<file path="config.mk">
export PLATFORM = sky130hd
export DESIGN_NAME = ltfc_cell
export DESIGN_NICKNAME = d
export VERILOG_FILES = /design/src/sv/ltfc_pkg.sv /design/src/sv/ltfc_cell.sv
export SDC_FILE = /design/constraint.sdc
export NUM_CORES = 2
export LEC_CHECK = 0
export ABC_AREA = 1
export BUFFER_PORTS_ARGS = -buffer_cell sky130_fd_sc_hd__buf_2
export CAP_MARGIN = 20
export CORE_ASPECT_RATIO = 1.1
export CORE_MARGIN = 3
export CORE_UTILIZATION = 41
export DETAILED_ROUTE_END_ITERATION = 16
export PLACE_DENSITY = 0.63
export SLEW_MARGIN = 25
export SYNTH_ARGS = -nofsm -noshare
export SYNTH_HDL_FRONTEND = slang
export SYNTH_SLANG_ARGS = --single-unit
</file>
<file path="constraint.sdc">
create_clock -name clk -period 6.3 [get_ports clk]
set_clock_uncertainty 0.15 [all_clocks]
set_input_delay 0.315 -clock clk [delete_from_list [all_inputs] [get_ports clk]]
set_output_delay 0.315 -clock clk [all_outputs]
set_load 0.05 [all_outputs]
</file>
<file path="src/sv/ltfc_pkg.sv">
`timescale 1ns / 1ps
// ----------------------------------------------------------------------------
// ltfc_pkg
// Shared widths, codes and types of the linear truncation facies classifier.
// ----------------------------------------------------------------------------
package ltfc_pkg;

    localparam int MAX_RULES_DEF  = 16;
    localparam int MAX_FIELDS_DEF = 4;

    localparam int CMD_W      = 2;
    localparam int NODE_W     = 4;
    localparam int FIELD_W    = 2;
    localparam int SAMPLE_W   = 16;
    localparam int PROD_W     = 2 * SAMPLE_W;
    localparam int SUM_W      = 34;
    localparam int FACIES_W   = 8;
    localparam int N_GAUSS    = 4;
    localparam int NODES_W    = 5;
    localparam int FIELDS_W   = 3;
    localparam int CFG_DATA_W = 5;
    localparam int CFG_IDX_W  = 1;

    localparam logic [NODES_W-1:0]  NODES_RST  = 5'd0;
    localparam logic [FIELDS_W-1:0] FIELDS_RST = 3'd4;

    // command codes
    localparam logic [CMD_W-1:0] CMD_CLASSIFY = 2'd0;
    localparam logic [CMD_W-1:0] CMD_WEIGHT   = 2'd1;
    localparam logic [CMD_W-1:0] CMD_RULE     = 2'd2;

    // configuration register indexes
    localparam logic [CFG_IDX_W-1:0] REG_NODES  = 1'd0;
    localparam logic [CFG_IDX_W-1:0] REG_FIELDS = 1'd1;

    // one request as it travels down the rule chain
    typedef struct packed {
        logic [CMD_W-1:0]                  cmd;
        logic [NODE_W-1:0]                 node;
        logic [FIELD_W-1:0]                field;
        logic [SAMPLE_W-1:0]               weight;
        logic [SUM_W-1:0]                  thr;
        logic [FACIES_W-1:0]               rfac;
        logic [N_GAUSS-1:0][SAMPLE_W-1:0]  gauss;
        logic [FACIES_W-1:0]               facies;
    } ltfc_item_t;

    typedef struct packed {
        logic                advance;
        logic [NODES_W-1:0]  nodes_in_use;
        logic [FIELDS_W-1:0] fields_in_use;
    } ltfc_ctrl_t;

endpackage

</file>
<file path="src/sv/ltfc_cell.sv">
`timescale 1ns / 1ps
// ----------------------------------------------------------------------------
// ltfc_cell
// One truncation rule: holds its weights, threshold and facies code, and
// runs each passing request through product, sum and compare stages.
// ----------------------------------------------------------------------------
module ltfc_cell #(
    parameter int MAX_FIELDS = ltfc_pkg::MAX_FIELDS_DEF,
    parameter int CELL_IDX   = 0
) (
    input  logic                 clk,
    input  logic                 rst_n,
    input  ltfc_pkg::ltfc_ctrl_t ctrl,
    input  logic                 vld_in,
    input  ltfc_pkg::ltfc_item_t item_in,
    output logic                 vld_out,
    output ltfc_pkg::ltfc_item_t item_out
);

    logic [ltfc_pkg::SAMPLE_W-1:0]        w_reg [MAX_FIELDS];
    logic [ltfc_pkg::SUM_W-1:0]           thr_reg;
    logic [ltfc_pkg::FACIES_W-1:0]        fac_reg;

    logic                                 s1_vld_reg;
    ltfc_pkg::ltfc_item_t                 s1_item_reg;
    logic [ltfc_pkg::PROD_W-1:0]          prod_reg  [MAX_FIELDS];
    logic [ltfc_pkg::PROD_W-1:0]          prod_next [MAX_FIELDS];
    logic signed [ltfc_pkg::PROD_W-1:0]   prod_full [MAX_FIELDS];

    logic                                 s2_vld_reg;
    ltfc_pkg::ltfc_item_t                 s2_item_reg;
    logic [ltfc_pkg::SUM_W-1:0]           sum_reg;
    logic [ltfc_pkg::SUM_W-1:0]           sum_next;

    logic                                 s3_vld_reg;
    ltfc_pkg::ltfc_item_t                 s3_item_reg;
    ltfc_pkg::ltfc_item_t                 s3_item_next;

    logic wr_weight;
    logic wr_rule;
    logic active;
    logic hit;

    assign wr_weight = vld_in && (item_in.cmd == ltfc_pkg::CMD_WEIGHT)
                       && (32'(item_in.node) == CELL_IDX);
    // threshold/code are read at the compare stage, so written there too
    assign wr_rule   = s2_vld_reg && (s2_item_reg.cmd == ltfc_pkg::CMD_RULE)
                       && (32'(s2_item_reg.node) == CELL_IDX);
    assign active    = 32'(ctrl.nodes_in_use) > CELL_IDX;

    for (genvar f = 0; f < MAX_FIELDS; f++)
    begin : g_mul
        assign prod_full[f] = $signed(item_in.gauss[f]) * $signed(w_reg[f]);
        assign prod_next[f] = (32'(ctrl.fields_in_use) > f) ? prod_full[f] : '0;
    end

    always_comb
    begin
        sum_next = '0;
        for (int f = 0; f < MAX_FIELDS; f++)
        begin
            sum_next = sum_next
                + {{(ltfc_pkg::SUM_W - ltfc_pkg::PROD_W){prod_reg[f][ltfc_pkg::PROD_W-1]}},
                   prod_reg[f]};
        end
    end

    assign hit = active && ($signed(sum_reg) >= $signed(thr_reg));

    always_comb
    begin
        s3_item_next = s2_item_reg;
        if ((s2_item_reg.cmd == ltfc_pkg::CMD_CLASSIFY) && hit)
        begin
            s3_item_next.facies = fac_reg;
        end
    end

    always_ff @(posedge clk or negedge rst_n)
    begin
        if (!rst_n)
        begin
            s1_vld_reg <= 1'b0;
            s2_vld_reg <= 1'b0;
            s3_vld_reg <= 1'b0;
        end
        else if (ctrl.advance)
        begin
            s1_vld_reg <= vld_in;
            s2_vld_reg <= s1_vld_reg;
            s3_vld_reg <= s2_vld_reg;
        end
    end

    always_ff @(posedge clk)
    begin
        if (ctrl.advance)
        begin
            s1_item_reg <= item_in;
            s2_item_reg <= s1_item_reg;
            s3_item_reg <= s3_item_next;
            sum_reg     <= sum_next;
            for (int f = 0; f < MAX_FIELDS; f++)
            begin
                prod_reg[f] <= prod_next[f];
                if (wr_weight && (32'(item_in.field) == f))
                begin
                    w_reg[f] <= item_in.weight;
                end
            end
            if (wr_rule)
            begin
                thr_reg <= s2_item_reg.thr;
                fac_reg <= s2_item_reg.rfac;
            end
        end
    end

    assign vld_out  = s3_vld_reg;
    assign item_out = s3_item_reg;

endmodule

</file>
-- Word level (Yosys, flattened, before mapping)
Memory sizes are Yosys's and may differ from the RTL's.
Cells that the tools add are included.
- add/sub/neg operators: 3
- multiply operators: 4
- divide/modulo/power cells: 0
- magnitude comparators: 6
- equality and inequality tests: 5
- shifts and indexed selects: 0
- mux-type cells: 28
- bitwise gates (word level): 0
- reduce and logical (&&, ||, !) cells: 18
- operator list (cell ; number):
    multiplier 16 x 16 -> 32 bit ; 4
    2-to-1 mux 32 bit ; 4
    2-to-1 mux 16 bit ; 3
    OR reduction 16 bit ; 3
    adder 33 x 32 -> 34 bit ; 1
    adder 34 bit ; 1
    >= comparator 34 bit ; 1
    adder 32 x 32 -> 33 bit ; 1
    2-to-1 mux 1 bit ; 17
    logical AND 1 bit ; 10
    zero test 4 bit ; 2
    2-to-1 mux 8 bit ; 1
    == test 2 bit (second input constant) ; 3
    > comparator 3 x 1 -> 1 bit (second input constant) ; 2
    > comparator 3 x 2 -> 1 bit (second input constant) ; 2
    2-to-1 mux 2 bit ; 3
    > comparator 5 x 1 -> 1 bit (second input constant) ; 1
    == test 2 x 1 -> 1 bit (second input constant) ; 2
    zero test 2 bit ; 2
    AND reduction 2 bit ; 1
- flip-flop bits (word level): 493
- latch bits: 0
- bits in writable memories: 192
- memory bits (read-only): 0
- bits of input ports: 150
- logic and storage cells: 105
- memories kept: 2
- memories (name ; depth ; bits a word ; read ports ; clocked after memory_dff ; write ports ; RTL line ; source):
    prod_reg ; 4 ; 32 ; 4 ; 0 ; 4 ; ltfc_cell.sv:26 ; logic [ltfc_pkg::PROD_W-1:0] prod_reg [MAX_FIELDS];
    w_reg ; 4 ; 16 ; 4 ; 0 ; 1 ; ltfc_cell.sv:20 ; logic [ltfc_pkg::SAMPLE_W-1:0] w_reg [MAX_FIELDS];

-- Longest topological paths before layout
- depth after elaboration: 11
- mapped depth: 27
- gate-level depth less buffers: 25

-- Least setup slack after synthesis
Ideal clock, no wire load.
- path kind: reg2reg
- start: register s2_item_reg[133] (netlist bit)
- end: register fac_reg[0] (netlist bit), enable pin
- arrival: 5250 ps
- data required time: 5589 ps
- path slack: 339 ps
- cell stages (with the launch flop): 3
- cell sequence: edfxtp_1 -> or4_1 -> nor4b_1
- cells in the longest elaborated chain, start to end: 3
- ends and longest elaborated chain (element ; RTL line ; source):
    start: declaration ; ltfc_cell.sv:31 ; ltfc_pkg::ltfc_item_t s2_item_reg;
    start signal: assignment ; ltfc_cell.sv:100 ; s2_item_reg <= s1_item_reg;
    zero test 4 bit ; ltfc_cell.sv:48 ; && (32'(s2_item_reg.node) == CELL_IDX);
    logical AND 1 bit ; ltfc_cell.sv:48 ;
    AND reduction 2 bit (no line) ; n/a ;
    end signal: assignment ; ltfc_cell.sv:114 ; fac_reg <= s2_item_reg.rfac;
    end: declaration ; ltfc_cell.sv:22 ; logic [ltfc_pkg::FACIES_W-1:0] fac_reg;
No other way between the ends.
A chain may end at the register's enable or synchronous reset.

==> impl_metrics.csv <==
group,metric,value,unit
global_routing,antenna_found_initial,15,
sta,period_minus_slack,6.05,ns
clocking,clk_latency,0.70,ns
flow_run,drv_cap,0,
yosys,syn-num-nets,8446,
clocking,cts.sinks,685,
drt,vias_per_cell,4.87,
clocking,cts_tree,"done",
drt,ant_nets,0,
drt,drcViolationCount,0,
place,place.detailed.hpwl,140000,um
worst_setup_path,required,6.67,ns
final_layout,drive_above_1_share,0.107,
sta,max_freq,165,MHz
worst_setup_path,ff2ff_setup_slack,0.25,ns
yosys,synth_top_family_by_area,"adder cells",
drt,drt_iter0_drc,2931,
sta,setup_viol,0,
sta,slew_violations,0,
worst_setup_path,r2r-end,"prod_reg[3][31]",
sta,post-route-period-util,0.961,
die,die_w,392,um
yosys,ys.flop_type,"edfxtp_1",
worst_setup_path,arrival,6.42,ns
place,dpl_cell_area,0.0716,mm2
die,die_h,430,um
yosys,ys_ff_latch,685,
status,status,"completed",
final_layout,syn2layout_area_growth,14.2,%
yosys,netlist_area,0.0670,mm2
clocking,cts_root_buf,"clkbuf_16",
drt,vias,46200,
drt,dr.pass1.iters,6,
yosys,synthXorXnorAreaFrac,0.00993,
die,start_util,0.413,
yosys,synth_edf_count,682,
die,num_rows,155,
yosys,synth_adder_area_share,0.406,
sta,hold_viol_final,0,
sta,worst_pin_slew,0.944,ns
yosys,syn_inst,6788,
final_layout,final_util,0.472,
worst_setup_path,cp-endpoint,"prod_reg[3][31]",
die,fp.dieArea,0.168,mm2
global_routing,grt_start_max_net_pins,121,
yosys,synth.area.mux_share,0,
clocking,cts.path.max_buffers,3,
yosys,yosysWarnings,0,
yosys,avgSynthCellArea,9.88,um2
final_layout,layout_commonest_cell,"inv_1",
hold_path,hold_class,"input port to flop",
worst_setup_path,r2r_cells,22,
clocking,h-tree-depth,3,
yosys,ys_seq_area_frac,0.307,
yosys,synth_compound_area_frac,0.0444,
worst_setup_path,critPathLaunchType,"flop",
sta,postLayoutSetupSlackWorst,0.246,ns
global_routing,grt_usage,0.211,
worst_setup_path,worstSetupStartpoint,"w_reg[3][2]",
worst_setup_path,cp_max_fo,6,
die,core,0.162,mm2
place,port_buffers,288,
final_layout,layout_common_cells,"inv_1 (1,833), nand2_1 (1,388), fa_1 (1,107)",
final_layout,stdcell_area,0.0765,mm2
final_layout,multi_input_area,0.0388,mm2
yosys,ys_types,58,
place,gp_congestion,0.912,
final_layout,nFillCells,15000,
final_layout,nNetsFinal,8948,
clocking,clk_pin_slew_worst_paths,0.06,ns
final_layout,seqCellArea,0.0206,mm2
worst_setup_path,cp-end-kind,"flop",
worst_setup_path,reg2reg_from,"w_reg[3][2]",
sta,relSlewSlack,0.369,
global_routing,grt_pass1_vias,49200,
yosys,synthArstFlopShare,0.00438,
global_routing,grt_pass1_wl,275000,um
die,pin_count,289,
worst_setup_path,crit_type,"flop to flop",
global_routing,grt-ovfl-total,0,
sta,fin_tns_setup,0,ns
drt,routed_wl,173000,um
yosys,synth-simple-area-share,0.116,
place,post-place-ws,-0.0360,ns
drt,routedWlPerCell,18.3,um
clocking,cts_buffers,83,
[metal layers]
metal	wire length [um]	track usage
met5	28	0
met4	6340	0.0766
met3	9010	0.0252
met2	86400	0.364
met1	71600	0.275
[per-stage QoR]
stage / hold WS (ns) / cells
after CTS: 0.00344 / 9413
after detailed placement: -0.0209 / 9125
after global placement: -0.0231 / 9125
final: 0.0580 / 9487
after global routing: 0.0160 / 9478
after floorplan: -0.131 / 6788
[logic make-up (layout without fill, tap and decap cells)]
logic type	Yosys count	count (layout)
buf+inv	2081	2648
simple gates	1916	1916
fa+ha+maj	1508	1508
flops	685	685
compound gates	522	522
xor+xnor	76	76
other cells	0	13
[synth_stat cells (all sizes together), types with 3 or more instances]
library cell | number | share of area
inv | 1835 | 0.10
nand2 | 1403 | 0.079
fa | 1113 | 0.33
edfxtp | 682 | 0.31
ha | 395 | 0.074
a21oi | 284 | 0.022
nor2 | 269 | 0.016
clkbuf | 240 | 0.014
o21ai | 130 | 0.010
nand3 | 103 | 0.0081
nand4 | 50 | 0.0049
nor3 | 43 | 0.0035
xnor2 | 42 | 0.0055
or2 | 34 | 0.0032
xor2 | 34 | 0.0044
a21o | 29 | 0.0033
o21a | 20 | 0.0022
o21bai | 20 | 0.0023
a31oi | 10 | 0.00093
a31o | 8 | 0.0010
a21boi | 7 | 0.00084
o211ai | 6 | 0.00075
nor4 | 5 | 0.00069
buf | 4 | 0.00028
nand3b | 4 | 0.00045
a211oi | 3 | 0.00034
dfrtp | 3 | 0.0011
nor3b | 3 | 0.00056
[timing repair]
item / in CTS / in global routing
pin swaps: 0 / 1
endpoints found under the hold margin: 245 / 0
buffers inserted: 2 / 61
hold buffers: 136 / 0
setup endpoints to repair: 1 / 58
resized for setup: 0 / 36
[worst min path at each step]
stage                             from         endpoint  cells after the start
final                     item_in[122]      w_reg[2][8]                      1
after global routing      item_in[122]      w_reg[2][8]                      1
after CTS                  item_in[18]  s1_item_reg[18]                      2
after detailed placement         rst_n       s1_vld_reg                      1
after global placement           rst_n       s1_vld_reg                      1
after floorplan                  rst_n       s1_vld_reg                      0
[cell type report]
type	count	area share
clock buffer	90	0.0275
multi-input combinational	4022	0.507
clock inverter	60	0.00821
tap	2119	0.0346
timing repair buffer	661	0.0639
sequential	685	0.269
antenna	13	0.000425
inverter	1837	0.0901
[critical path: stages, from the launching register on]
cell and delay (ns):
edfxtp_1 0.53, clkbuf_2 0.24, nand2_1 0.09, fa_1 0.52, fa_1 0.52, fa_1 0.52, inv_1 0.06, fa_1 0.48
fa_1 0.49, inv_1 0.05, fa_1 0.51, inv_1 0.05, ha_1 0.33, buf_4 0.17, nand2_1 0.14, inv_1 0.06
a21boi_1 0.24, nand3_1 0.25, nand4_1 0.14, nand2_1 0.08, nand2_1 0.07, nand2_1 0.04, nor2_1 0.17
Power is not shown: default switching activity piles up to over one toggle a cycle in this logic, so the estimate is an artifact.
